--- src/agam_pkg.sv ---
// Package for the adaptive-gain audio mixer: item structs, widths and constants.
// No dependencies; used by adaptive_gain_audio_mixer.
`default_nettype none
package agam_pkg;

  localparam int SAMPLE_W      = 16;
  localparam int FIELDS        = 8;
  localparam int CHANNELS_DEF  = 8;
  localparam int SUM_W         = 20;
  localparam int MAG_W         = 19;
  localparam int GAIN_W        = 16;
  localparam int GAIN_FRAC     = 15;
  localparam int RECOVER_SHIFT = 5;
  localparam int ALU_W         = 21;
  localparam int QUO_W         = 15;

  localparam logic [GAIN_W-1:0] GAIN_ONE  = 16'h8000;
  localparam logic [MAG_W-1:0]  POS_LIMIT = 19'h07FFF;
  localparam logic [MAG_W-1:0]  NEG_LIMIT = 19'h08000;

  typedef struct packed {
    logic signed [SAMPLE_W-1:0] sample_0;
    logic signed [SAMPLE_W-1:0] sample_1;
    logic signed [SAMPLE_W-1:0] sample_2;
    logic signed [SAMPLE_W-1:0] sample_3;
    logic signed [SAMPLE_W-1:0] sample_4;
    logic signed [SAMPLE_W-1:0] sample_5;
    logic signed [SAMPLE_W-1:0] sample_6;
    logic signed [SAMPLE_W-1:0] sample_7;
    logic [FIELDS-1:0]          channel_mask;
    logic                       frame_start;
  } in_item_t;

  typedef struct packed {
    logic signed [SAMPLE_W-1:0] mixed_sample;
    logic                       clipped;
  } out_item_t;

  typedef enum logic [7:0] {
    ST_IDLE = 8'b0000_0001,
    ST_ACC  = 8'b0000_0010,
    ST_MAG  = 8'b0000_0100,
    ST_MUL  = 8'b0000_1000,
    ST_CHK  = 8'b0001_0000,
    ST_DIV  = 8'b0010_0000,
    ST_REC  = 8'b0100_0000,
    ST_OUT  = 8'b1000_0000
  } state_e;

endpackage
`default_nettype wire

--- src/adaptive_gain_audio_mixer.sv ---
// Adaptive-gain audio mixer top level: sequencer around one shared adder,
// one multiplier and a bit-serial divider. Depends on agam_pkg.
//
//  channel | direction | handshake            | payload
//  in      | input     | in_valid_i/in_stall_o   | in_data_i  (agam_pkg::in_item_t)
//  out     | output    | out_valid_o/out_stall_i | out_data_o (agam_pkg::out_item_t)
//
// Items pass through the sequencer one at a time; when the result clips, a
// divider finds the new gain, one quotient bit per cycle. Channel summing runs one
// channel a cycle through the shared adder. Reset sets the gain to 1.0 and
// empties the output register. A stalled output holds the sequencer in its
// last state; the next item is taken as soon as the result is registered.
`default_nettype none
module adaptive_gain_audio_mixer #(
  parameter int CHANNELS = agam_pkg::CHANNELS_DEF
) (
  input  wire logic                clk_i,
  input  wire logic                rst_ni,
  input  wire logic                in_valid_i,
  output logic                     in_stall_o,
  input  wire agam_pkg::in_item_t  in_data_i,
  output logic                     out_valid_o,
  input  wire logic                out_stall_i,
  output agam_pkg::out_item_t      out_data_o
);

  localparam int USED = (CHANNELS < agam_pkg::FIELDS) ? CHANNELS : agam_pkg::FIELDS;
  localparam int CH_W = $clog2(agam_pkg::FIELDS);
  localparam int CNT_W = $clog2(agam_pkg::QUO_W);
  localparam logic [CH_W-1:0]  CH_LAST  = CH_W'(USED - 1);
  localparam logic [CNT_W-1:0] DIV_LAST = CNT_W'(agam_pkg::QUO_W - 1);
  localparam int PROD_W = agam_pkg::MAG_W + agam_pkg::GAIN_W;

  agam_pkg::state_e state_q, state_d;
  agam_pkg::in_item_t  in_q, in_d;
  agam_pkg::out_item_t out_q, out_d;
  logic                              out_valid_q, out_valid_d;
  logic [agam_pkg::GAIN_W-1:0]       gain_q, gain_d;
  logic signed [agam_pkg::SUM_W-1:0] acc_q, acc_d;
  logic [agam_pkg::MAG_W-1:0]        mag_q, mag_d;
  logic [agam_pkg::MAG_W-1:0]        scaled_q, scaled_d;
  logic [agam_pkg::MAG_W-1:0]        rem_q, rem_d;
  logic [agam_pkg::QUO_W-1:0]        quo_q, quo_d;
  logic [CH_W-1:0]                   ch_q, ch_d;
  logic [CNT_W-1:0]                  cnt_q, cnt_d;
  logic                              neg_q, neg_d;
  logic                              clip_q, clip_d;

  logic signed [agam_pkg::SAMPLE_W-1:0] samples [agam_pkg::FIELDS];
  logic [agam_pkg::ALU_W-1:0]  alu_a, alu_b, alu_y;
  logic                        alu_cin;
  logic [agam_pkg::ALU_W-1:0]  acc_ext, smp_ext;
  logic [agam_pkg::MAG_W:0]    rem2;
  logic [PROD_W-1:0]           prod;
  logic [agam_pkg::MAG_W-1:0]  limit;
  logic [agam_pkg::GAIN_W-1:0] gain_gap, gain_step;
  logic [agam_pkg::SAMPLE_W-1:0] res_mag;
  logic                        q_bit;

  always_comb begin
    samples[0] = in_q.sample_0;
    samples[1] = in_q.sample_1;
    samples[2] = in_q.sample_2;
    samples[3] = in_q.sample_3;
    samples[4] = in_q.sample_4;
    samples[5] = in_q.sample_5;
    samples[6] = in_q.sample_6;
    samples[7] = in_q.sample_7;
  end

  assign acc_ext   = agam_pkg::ALU_W'(acc_q);
  assign smp_ext   = agam_pkg::ALU_W'(samples[ch_q]);
  assign rem2      = {rem_q, 1'b0};
  assign prod      = PROD_W'(mag_q) * PROD_W'(gain_q);
  assign limit     = neg_q ? agam_pkg::NEG_LIMIT : agam_pkg::POS_LIMIT;
  assign gain_gap  = agam_pkg::GAIN_ONE - gain_q;
  assign gain_step = gain_gap >> agam_pkg::RECOVER_SHIFT;
  assign res_mag   = scaled_q[agam_pkg::SAMPLE_W-1:0];
  assign q_bit     = ~alu_y[agam_pkg::ALU_W-1];

  // shared adder
  always_comb begin
    alu_a   = '0;
    alu_b   = '0;
    alu_cin = 1'b0;
    unique case (state_q)
      agam_pkg::ST_ACC: begin
        alu_a = acc_ext;
        alu_b = in_q.channel_mask[ch_q] ? smp_ext : '0;
      end
      agam_pkg::ST_MAG: begin
        alu_b   = acc_q[agam_pkg::SUM_W-1] ? ~acc_ext : acc_ext;
        alu_cin = acc_q[agam_pkg::SUM_W-1];
      end
      agam_pkg::ST_DIV: begin
        alu_a   = agam_pkg::ALU_W'(rem2);
        alu_b   = ~agam_pkg::ALU_W'(scaled_q);
        alu_cin = 1'b1;
      end
      agam_pkg::ST_REC: begin
        alu_a = agam_pkg::ALU_W'(gain_q);
        alu_b = agam_pkg::ALU_W'(gain_step);
      end
      default: begin
      end
    endcase
    alu_y = alu_a + alu_b + agam_pkg::ALU_W'(alu_cin);
  end

  always_comb begin
    state_d     = state_q;
    in_d        = in_q;
    out_d       = out_q;
    out_valid_d = out_valid_q & out_stall_i;
    gain_d      = gain_q;
    acc_d       = acc_q;
    mag_d       = mag_q;
    scaled_d    = scaled_q;
    rem_d       = rem_q;
    quo_d       = quo_q;
    ch_d        = ch_q;
    cnt_d       = cnt_q;
    neg_d       = neg_q;
    clip_d      = clip_q;
    unique case (state_q)
      agam_pkg::ST_IDLE: begin
        if (in_valid_i) begin
          in_d    = in_data_i;
          acc_d   = '0;
          ch_d    = '0;
          state_d = agam_pkg::ST_ACC;
          if (in_data_i.frame_start) gain_d = agam_pkg::GAIN_ONE;
        end
      end
      agam_pkg::ST_ACC: begin
        acc_d = alu_y[agam_pkg::SUM_W-1:0];
        ch_d  = ch_q + 1'b1;
        if (ch_q == CH_LAST) state_d = agam_pkg::ST_MAG;
      end
      agam_pkg::ST_MAG: begin
        neg_d   = acc_q[agam_pkg::SUM_W-1];
        mag_d   = alu_y[agam_pkg::MAG_W-1:0];
        state_d = agam_pkg::ST_MUL;
      end
      agam_pkg::ST_MUL: begin
        scaled_d = prod[agam_pkg::GAIN_FRAC +: agam_pkg::MAG_W];
        state_d  = agam_pkg::ST_CHK;
      end
      agam_pkg::ST_CHK: begin
        clip_d = scaled_q > limit;
        rem_d  = limit;
        quo_d  = '0;
        cnt_d  = '0;
        state_d = (scaled_q > limit) ? agam_pkg::ST_DIV : agam_pkg::ST_REC;
      end
      agam_pkg::ST_DIV: begin
        rem_d = q_bit ? alu_y[agam_pkg::MAG_W-1:0] : rem2[agam_pkg::MAG_W-1:0];
        quo_d = {quo_q[agam_pkg::QUO_W-2:0], q_bit};
        cnt_d = cnt_q + 1'b1;
        if (cnt_q == DIV_LAST) begin
          gain_d   = agam_pkg::GAIN_W'(quo_d);
          scaled_d = limit;
          state_d  = agam_pkg::ST_REC;
        end
      end
      agam_pkg::ST_REC: begin
        if (!gain_q[agam_pkg::GAIN_W-1]) gain_d = alu_y[agam_pkg::GAIN_W-1:0];
        state_d = agam_pkg::ST_OUT;
      end
      agam_pkg::ST_OUT: begin
        if (!out_valid_q || !out_stall_i) begin
          out_d.mixed_sample = neg_q ? -res_mag : res_mag;
          out_d.clipped      = clip_q;
          out_valid_d        = 1'b1;
          state_d            = agam_pkg::ST_IDLE;
        end
      end
      default: state_d = agam_pkg::ST_IDLE;
    endcase
  end

  always_ff @(posedge clk_i or negedge rst_ni) begin
    if (!rst_ni) begin
      state_q     <= agam_pkg::ST_IDLE;
      out_valid_q <= 1'b0;
      gain_q      <= agam_pkg::GAIN_ONE;
      ch_q        <= '0;
      cnt_q       <= '0;
    end else begin
      state_q     <= state_d;
      out_valid_q <= out_valid_d;
      gain_q      <= gain_d;
      ch_q        <= ch_d;
      cnt_q       <= cnt_d;
    end
  end

  always_ff @(posedge clk_i) begin
    in_q     <= in_d;
    out_q    <= out_d;
    acc_q    <= acc_d;
    mag_q    <= mag_d;
    scaled_q <= scaled_d;
    rem_q    <= rem_d;
    quo_q    <= quo_d;
    neg_q    <= neg_d;
    clip_q   <= clip_d;
  end

  assign in_stall_o  = (state_q != agam_pkg::ST_IDLE);
  assign out_valid_o = out_valid_q;
  assign out_data_o  = out_q;

endmodule
`default_nettype wire
--- config.mk ---
export PLATFORM = sky130hd
export DESIGN_NAME = adaptive_gain_audio_mixer
export DESIGN_NICKNAME = d
export VERILOG_FILES = /design/src/agam_pkg.sv /design/src/adaptive_gain_audio_mixer.sv
export SDC_FILE = /design/constraint.sdc
export NUM_CORES = 1
export LEC_CHECK = 0
export ABC_CLOCK_PERIOD_IN_PS = 7300
export CAP_MARGIN = 20
export CORE_ASPECT_RATIO = 0.7
export CORE_MARGIN = 3
export CORE_UTILIZATION = 25
export CTS_CLUSTER_SIZE = 20
export DETAILED_ROUTE_END_ITERATION = 10
export DONT_BUFFER_PORTS = 1
export HOLD_SLACK_MARGIN = 0.1
export PLACE_DENSITY_LB_ADDON = 0.2
export SYNTH_ARGS = -nofsm -noshare
export SYNTH_HDL_FRONTEND = slang
export SYNTH_SLANG_ARGS = --single-unit
export TNS_END_PERCENT = 100
--- constraint.sdc ---
create_clock -name clk_i -period 7.3 [get_ports clk_i]
set_clock_uncertainty 0.2 [all_clocks]
set_input_delay 1.095 -clock clk_i [delete_from_list [all_inputs] [get_ports clk_i]]
set_output_delay 1.095 -clock clk_i [all_outputs]
set_load 0.1 [all_outputs]
==> out/results.md, run 1 <==
- 65 — library cells used by synthesis
- 25,400 um2 — Finished Cell Area
- 29 — Num CTS Buffers
- 24,300 um2 — area after detailed placement
- 12.8% — area growth from synthesis to layout
- 0 — Port Buffer Count
- 28.7% — post-synthesis share of cell area spent on full adders, half adders and majority gates
- 7070 ps — signal arrival time at the worst endpoint
- sky130_fd_sc_hd__edfxtp_1, sky130_fd_sc_hd__fa_1, sky130_fd_sc_hd__ha_1 — top post-synthesis cells by area
- 0.851 — placer congestion estimate
- 365 um — width of the die
- 0 — final routed DRC violation total
- 22.0% — global-route track usage on met2
- 21.6% — GR Layer Usage met1
- 25.4% — effective utilization at floorplan
- 5.04% — multiplexer share of the synthesized area
- 246 — number of enable flip-flop cells after synthesis
- 1000 ps — Worst Max-Slew Pin Slew
- 600 ps — clock latency reported for the late side of the worst-skew pair
- 0 — number of failing hold endpoints at the final stage
- 14.9k — DR vias
- flop — sort of element at the end of the critical path
- complete, no violations — outcome
- no — setup repair after global routing missed its margin
- 10.4% — fraction of layout cells with a size suffix above 1
- sky130_fd_sc_hd__inv_1 — most frequent standard cell in the layout excluding fill and tap cells
- 36.3% — part of the Yosys area used for sequential elements
- 1 — H-tree level count
- 0 — number of endpoints failing setup at the final stage
- 68.1 mm — total detailed-routing wirelength
- 14.6% — global-route total usage across every layer
- 93,900 um2 — Total Die Area
- 22,600 um2 — Post-Syn Area
- 32.8% — post-synth top area share
- 1 — antenna violations before repair
- 160 — ports placed on the boundary
- 7.92% — complex-gate fraction of the synthesized area
- 143 MHz — maximum operating frequency
- met2 — highest-utilization routing layer at the global route stage
- 0 ps — Sum Neg Setup Slack
- 3.64% — GR Layer Usage met3
- flop — Critical Path Source Type
- 12.1% — Synth Area in Simple Gates
- 0 — antenna viol nets, final
- reg -> reg — Worst Setup Path Type
- 33.3% — worst slew margin relative to its limit
- 8 — First-pass DRT Iterations
- yes — CTS tree
- 0 — total grt overflow
- 103 mm — wire length of the first global-routing pass
- sky130_fd_sc_hd__clkbuf_16 — CTS root buf
- in -> async — hold crit path type
- 2.99% — fraction of synthesized cell area in xor and xnor cells
- 21.4 ps — setup slack at placement
- 4.60 — via density per instance
- 91 — total number of placement rows
- 3 — Max Buffers Root-to-Sink
- 11.5% — ys async rst share
- 313 ps — Final WS setup
- 7390 ps — data required time at the worst endpoint
- 2,580 — # nets final
- 257 um — Die Y
- 2,553 — post-synthesis net count
- 6990 ps — Tmin final
- 0 — yosys synthesis warning count
- 0 — Max Cap Viol
- 2,036 — number of cells produced by synthesis
- 278 — TritonCTS Sinks
- 21.0 um — per-cell routed wire length
- sky130_fd_sc_hd__inv_1, sky130_fd_sc_hd__edfxtp_1, sky130_fd_sc_hd__fa_1, sky130_fd_sc_hd__nand2_1, sky130_fd_sc_hd__and2_1 — commonest non-fill, non-tap cells in the layout
- 11.1 um2 — post-synthesis area per instance
- 278 — post-synthesis sequential element count
- 15.9k — vias in the first global route
- 52.6 mm — detailed-placement wirelength estimate
- sky130_fd_sc_hd__edfxtp_1 — dominant synthesized flop cell
- sky130_fd_sc_hd__edfxtp_1 — cell type with the highest aggregate area in the netlist
- 12 — largest fanout of any net on the critical path
- adder cells — main combinational cell family by area after synthesis
- 1,198 — initial detailed-routing violation count
- 0 — number of pins with negative max-slew slack in the final report
- 88,700 um2 — Core Area
- 70 ps — clock transition time at the flip-flop clock pins of the worst setup and hold paths
- 95.7% — final critical-path share of the clock period
- 78 — maximum number of pins on one net before global-route repair
- 9,083 — fillcell total
## cell type report
cell class	count	area, um2	area share [%]
clock inverters	22	269	1.06
inverters	321	1210	4.75
clock buffers	32	737	2.90
well taps	1162	1450	5.72
repair buffers	92	739	2.91
flip-flops and latches	278	8200	32.2
diodes	1	2.50	0.00984
multi-input cells	1341	12800	50.4
## synth_stat cells (11+ instances only)
| cell type | n |
|---|---|
| sky130_fd_sc_hd__inv_1 | 321 |
| sky130_fd_sc_hd__edfxtp_1 | 246 |
| sky130_fd_sc_hd__fa_1 | 236 |
| sky130_fd_sc_hd__nand2_1 | 226 |
| sky130_fd_sc_hd__and2_1 | 167 |
| sky130_fd_sc_hd__ha_1 | 140 |
| sky130_fd_sc_hd__a21oi_1 | 88 |
| sky130_fd_sc_hd__clkbuf_1 | 82 |
| sky130_fd_sc_hd__nor2_1 | 63 |
| sky130_fd_sc_hd__xnor2_1 | 57 |
| sky130_fd_sc_hd__o21ai_0 | 50 |
| sky130_fd_sc_hd__mux4_2 | 34 |
| sky130_fd_sc_hd__dfrtp_1 | 30 |
| sky130_fd_sc_hd__a21o_1 | 27 |
| sky130_fd_sc_hd__xor2_1 | 20 |
| sky130_fd_sc_hd__mux2i_1 | 19 |
| sky130_fd_sc_hd__nor3_1 | 18 |
| sky130_fd_sc_hd__mux2_2 | 16 |
| sky130_fd_sc_hd__a222oi_1 | 15 |
| sky130_fd_sc_hd__o22ai_1 | 13 |
| sky130_fd_sc_hd__buf_1 | 12 |
| sky130_fd_sc_hd__nand3_1 | 12 |
| sky130_fd_sc_hd__o21a_1 | 12 |
| sky130_fd_sc_hd__o31ai_1 | 11 |
## final timing paths
check,startpoint,to,slack (ps),cells past startpoint
max,mag_q[3],scaled_q[11],310,23
min,rst_ni,gain_q[15],140,0
max reg2reg,mag_q[3],scaled_q[11],310,23
min reg2reg,clip_q,out_data_o[0],230,0
max in group asynchronous,rst_ni,gain_q[7],6510,1
min in group clk_i,clip_q,out_data_o[0],230,0
## cell families after synthesis
group           count (synthesis)
simple gates                  543
xor+xnor                       77
flops                         278
mux                            69
compound gates                276
fa+ha+maj                     376
buf+inv                       417
## flip-flops by register name, summed over array words and instances (netlist names), 8 cells and up
register / cells
out_data_o: 17
scaled_q: 19
state_q: 8
in_q: 136
mag_q: 19
rem_q: 19
acc_q: 20
gain_q: 16
quo_q: 14
## critical path, cell delays in order, from the launching register on
cell and delay [ps]:
sky130_fd_sc_hd__edfxtp_1 450, sky130_fd_sc_hd__buf_4 250, sky130_fd_sc_hd__nand2_1 100, sky130_fd_sc_hd__fa_1 670
sky130_fd_sc_hd__inv_1 90, sky130_fd_sc_hd__fa_1 380, sky130_fd_sc_hd__inv_1 120, sky130_fd_sc_hd__fa_1 420
sky130_fd_sc_hd__inv_1 80, sky130_fd_sc_hd__fa_1 440, sky130_fd_sc_hd__fa_1 560, sky130_fd_sc_hd__inv_1 60
sky130_fd_sc_hd__fa_1 550, sky130_fd_sc_hd__inv_1 50, sky130_fd_sc_hd__ha_1 310, sky130_fd_sc_hd__nand2_1 80
sky130_fd_sc_hd__nor2_1 190, sky130_fd_sc_hd__buf_4 190, sky130_fd_sc_hd__a311oi_1 120, sky130_fd_sc_hd__a211o_2 460
sky130_fd_sc_hd__a211o_1 310, sky130_fd_sc_hd__a21boi_0 330, sky130_fd_sc_hd__o21a_1 160, sky130_fd_sc_hd__o31ai_1 70
## timing repair
action / 4_1_cts / 5_1_grt
gates resized for setup: 1 / 7
hold endpoints to repair: 30 / 0
hold buffers: 1 / 0
setup endpoints to repair: 1 / 10
buffers inserted: 0 / 17
## routing by layer
metal | up-vias | share of wire, %
met5 | - | 0
met4 | 0 | 0.94
met3 | 43 | 7.4
met2 | 388 | 43
met1 | 7640 | 48
li1 | 6862 | -
## through the flow
stage | hold slack [ps] | std cells | utilization, %
floorplan | 200 | 2036 | -
global placement | 213 | 3175 | 27.3
detailed placement | 216 | 3176 | 27.3
CTS | 107 | 3231 | 28.5
global route | 109 | 3248 | 28.7
finish | 144 | 3249 | 28.7
Power of run 1 is not shown: default switching activity piles up to over one toggle a cycle in this logic, so the estimate is an artifact.
==> inputs of run 2 (changes only) <==
Settings changed: ABC_AREA set to 1.
==> run 2 against run 1 <==
Fmax increased by 5.1%. Die area increased by 6.8%. Sequential share of layout area decreased by 1.2 points. Routed wire length increased by 16%. Highest routed layer is now met5.
==> out/results.md, run 2 <==
- 30.0% — worst slew margin relative to its limit
- 0 — Max Cap Viol
- in -> async — hold crit path type
- flop — Critical Path Source Type
- no — setup repair after global routing missed its margin
- 70 ps — clock transition time at the flip-flop clock pins of the worst setup and hold paths
- 94,800 um2 — Core Area
- 62.2 mm — detailed-placement wirelength estimate
- 160 — ports placed on the boundary
- 15.7% — global-route total usage across every layer
- sky130_fd_sc_hd__edfxtp_1 — cell type with the highest aggregate area in the netlist
- 6650 ps — Tmin final
- 8.25% — complex-gate fraction of the synthesized area
- 0 — Port Buffer Count
- 11.5% — ys async rst share
- 26.9% — post-synthesis share of cell area spent on full adders, half adders and majority gates
- 266 um — Die Y
- 3,325 — post-synthesis net count
- 590 ps — clock latency reported for the late side of the worst-skew pair
- reg -> reg — Worst Setup Path Type
- 0 — number of endpoints failing setup at the final stage
- nand2_1 > fa_1 > inv_1 > fa_1 > inv_1 > fa_1 > inv_1 > fa_1 > fa_1 > inv_1 > fa_1 > inv_1 > ha_1 > a21oi_1 > inv_1 > a31oi_1 > o21ai_0 > a21oi_1 > nand3b_1 > nand3_1 > nand2_1 — sequence of cells on the critical path
- 0% — multiplexer share of the synthesized area
- 1.89% — fraction of synthesized cell area in xor and xnor cells
- sky130_fd_sc_hd__edfxtp_1 — dominant synthesized flop cell
- 4.49 — via density per instance
- gain_q[8] — worst flop-to-flop path startpoint
- 1 — H-tree level count
- 127 — maximum number of pins on one net before global-route repair
- 34.0% — part of the Yosys area used for sequential elements
- 0 — total grt overflow
- 0 — number of pins with negative max-slew slack in the final report
- sky130_fd_sc_hd__nand2_1, sky130_fd_sc_hd__inv_1, sky130_fd_sc_hd__edfxtp_1, sky130_fd_sc_hd__fa_1, sky130_fd_sc_hd__nor2_1 — commonest non-fill, non-tap cells in the layout
- 91.1% — final critical-path share of the clock period
- 18.1k — DR vias
- 21 — Worst R2R Path Depth
- adder cells — main combinational cell family by area after synthesis
- 136 — max FFs per register
- 278 — post-synthesis sequential element count
- sky130_fd_sc_hd__dfrtp_1 — Slowest cell on crit path
- 0 — final routed DRC violation total
- sky130_fd_sc_hd__nand2_1 — most common cell in the synthesized netlist
- 19.7 um — per-cell routed wire length
- 54 — library cells used by synthesis
- 22 — largest fanout of any net on the critical path
- 0.902 — placer congestion estimate
- 17.8k — vias in the first global route
- 0 ps — Sum Neg Setup Slack
- 5 — First-pass DRT Iterations
- 278 — TritonCTS Sinks
- 0 — number of failing hold endpoints at the final stage
- 377 um — width of the die
- 10.2k — fillcell total
- 6770 ps — signal arrival time at the worst endpoint
- sky130_fd_sc_hd__nand2_1 — most frequent standard cell in the layout excluding fill and tap cells
- 1050 ps — Worst Max-Slew Pin Slew
- scaled_q[12] — FF-to-FF End
- 9.48% — area growth from synthesis to layout
- 79.1 mm — total detailed-routing wirelength
- 246 — number of enable flip-flop cells after synthesis
- 24,100 um2 — Post-Syn Area
- 100,000 um2 — Total Die Area
- yes — CTS tree
- complete, no violations — outcome
- 2,808 — number of cells produced by synthesis
- 4.43% — fraction of layout cells with a size suffix above 1
- 1,394 — initial detailed-routing violation count
- 0 — yosys synthesis warning count
- 25.4% — effective utilization at floorplan
- sky130_fd_sc_hd__nand2_1, sky130_fd_sc_hd__inv_1, sky130_fd_sc_hd__edfxtp_1 — top cell types by occurrence after synthesis
- sky130_fd_sc_hd__clkbuf_16 — CTS root buf
- 8.59 um2 — post-synthesis area per instance
- sky130_fd_sc_hd__edfxtp_1, sky130_fd_sc_hd__fa_1, sky130_fd_sc_hd__nand2_1 — top post-synthesis cells by area
- 17.3% — Synth Area in Simple Gates
- 0 — antenna viol nets, final
- 30.6% — post-synth top area share
- 3 — Max Buffers Root-to-Sink
- 28 — Num CTS Buffers
- 650 ps — flop-to-flop setup slack
- in_q — register containing the most flip-flops in the final layout
- 150 MHz — maximum operating frequency
- 94 — total number of placement rows
- 3,273 — # nets final
- in_q x136, acc_q x20 — largest registers
- 990 ps — Slowest Stage Delay on Critical Path
- 7420 ps — data required time at the worst endpoint
- 7 — antenna violations before repair
- flop — sort of element at the end of the critical path
- 119 mm — wire length of the first global-routing pass
==> run 2: changes by cell type after synthesis, sizes merged, moves of 79 or more <==
cell,before,now
and2,167,1
nand3,12,91
nand2,226,674
nor2,63,196
o21ai,51,146
inv,321,614
==> run 2: timing repair <==
item | CTS | global route
gates resized for setup | 0 | 0
hold buffers | 1 | 0
endpoints found under the hold margin | 30 | 0
endpoints found under the setup margin | 0 | 0
setup buffers | 0 | 0
==> run 2: logic make-up after synthesis <==
| logic type | after synthesis |
|---|---|
| and+or+nand+nor | 1023 |
| adders and majority gates | 376 |
| buffers and inverters | 739 |
| xor gates and xnor gates | 52 |
| DFF | 278 |
| AOI/OAI and AO/OA | 340 |
==> run 2: routing by layer <==
metal / vias up / wire, um / global-route usage [%]
li1: 8665 / - / -
met1: 8821 / 41100 / 25.0
met2: 519 / 30700 / 21.2
met3: 51 / 6530 / 4.24
met4: 8 / 671 / 1.62
met5: - / 211 / 1.23
==> run 2: layout make-up <==
type	instances	area, um2	area share (%)
Antenna cell	1	2.50	0.00948
Clock buffer	39	752	2.85
Clock inverter	12	124	0.469
Inverter	616	2310	8.76
Sequential cell	278	8190	31.0
Multi-Input combinational cell	1791	13100	49.7
Tap cell	1248	1560	5.91
Timing Repair Buffer	41	345	1.31
==> run 2: stage by stage <==
step / setup WS, ps / instances / utilization (%) / hold WS, ps / cell area (um2)
after CTS: 652 / 4025 / 27.9 / 125 / 26400
after global placement: 681 / 3973 / 26.9 / 212 / 25500
final: 653 / 4026 / 27.9 / 146 / 26400
after global routing: 235 / 4026 / 27.9 / 122 / 26400
after detailed placement: 661 / 3973 / 26.9 / 223 / 25500
after floorplan: 772 / 2808 / - / 200 / 24100
==> run 2: how the worst max path moves through the flow <==
stage | startpoint | end | slack, ps | depth (start not counted)
5_1_grt | gain_q[8] | scaled_q[12] | 230 | 21
2_1_floorplan | state_q[0] | acc_q[0] | 770 | 6
3_3_place_gp | gain_q[8] | scaled_q[0] | 680 | 21
3_5_place_dp | gain_q[8] | scaled_q[0] | 660 | 21
4_1_cts | gain_q[8] | scaled_q[0] | 650 | 21
6_report | gain_q[8] | scaled_q[12] | 650 | 21
==> run 2: critical path, delay by kind of cell, from the launching register on <==
kind                       cells  cell delay (ps)
adders and majority gates      7             3450
and+or+nand+nor                4              420
buffers and inverters          6              330
AOI/OAI and AO/OA              4              960
DFF                            1              990
Power of run 2 is left out for the same reason.
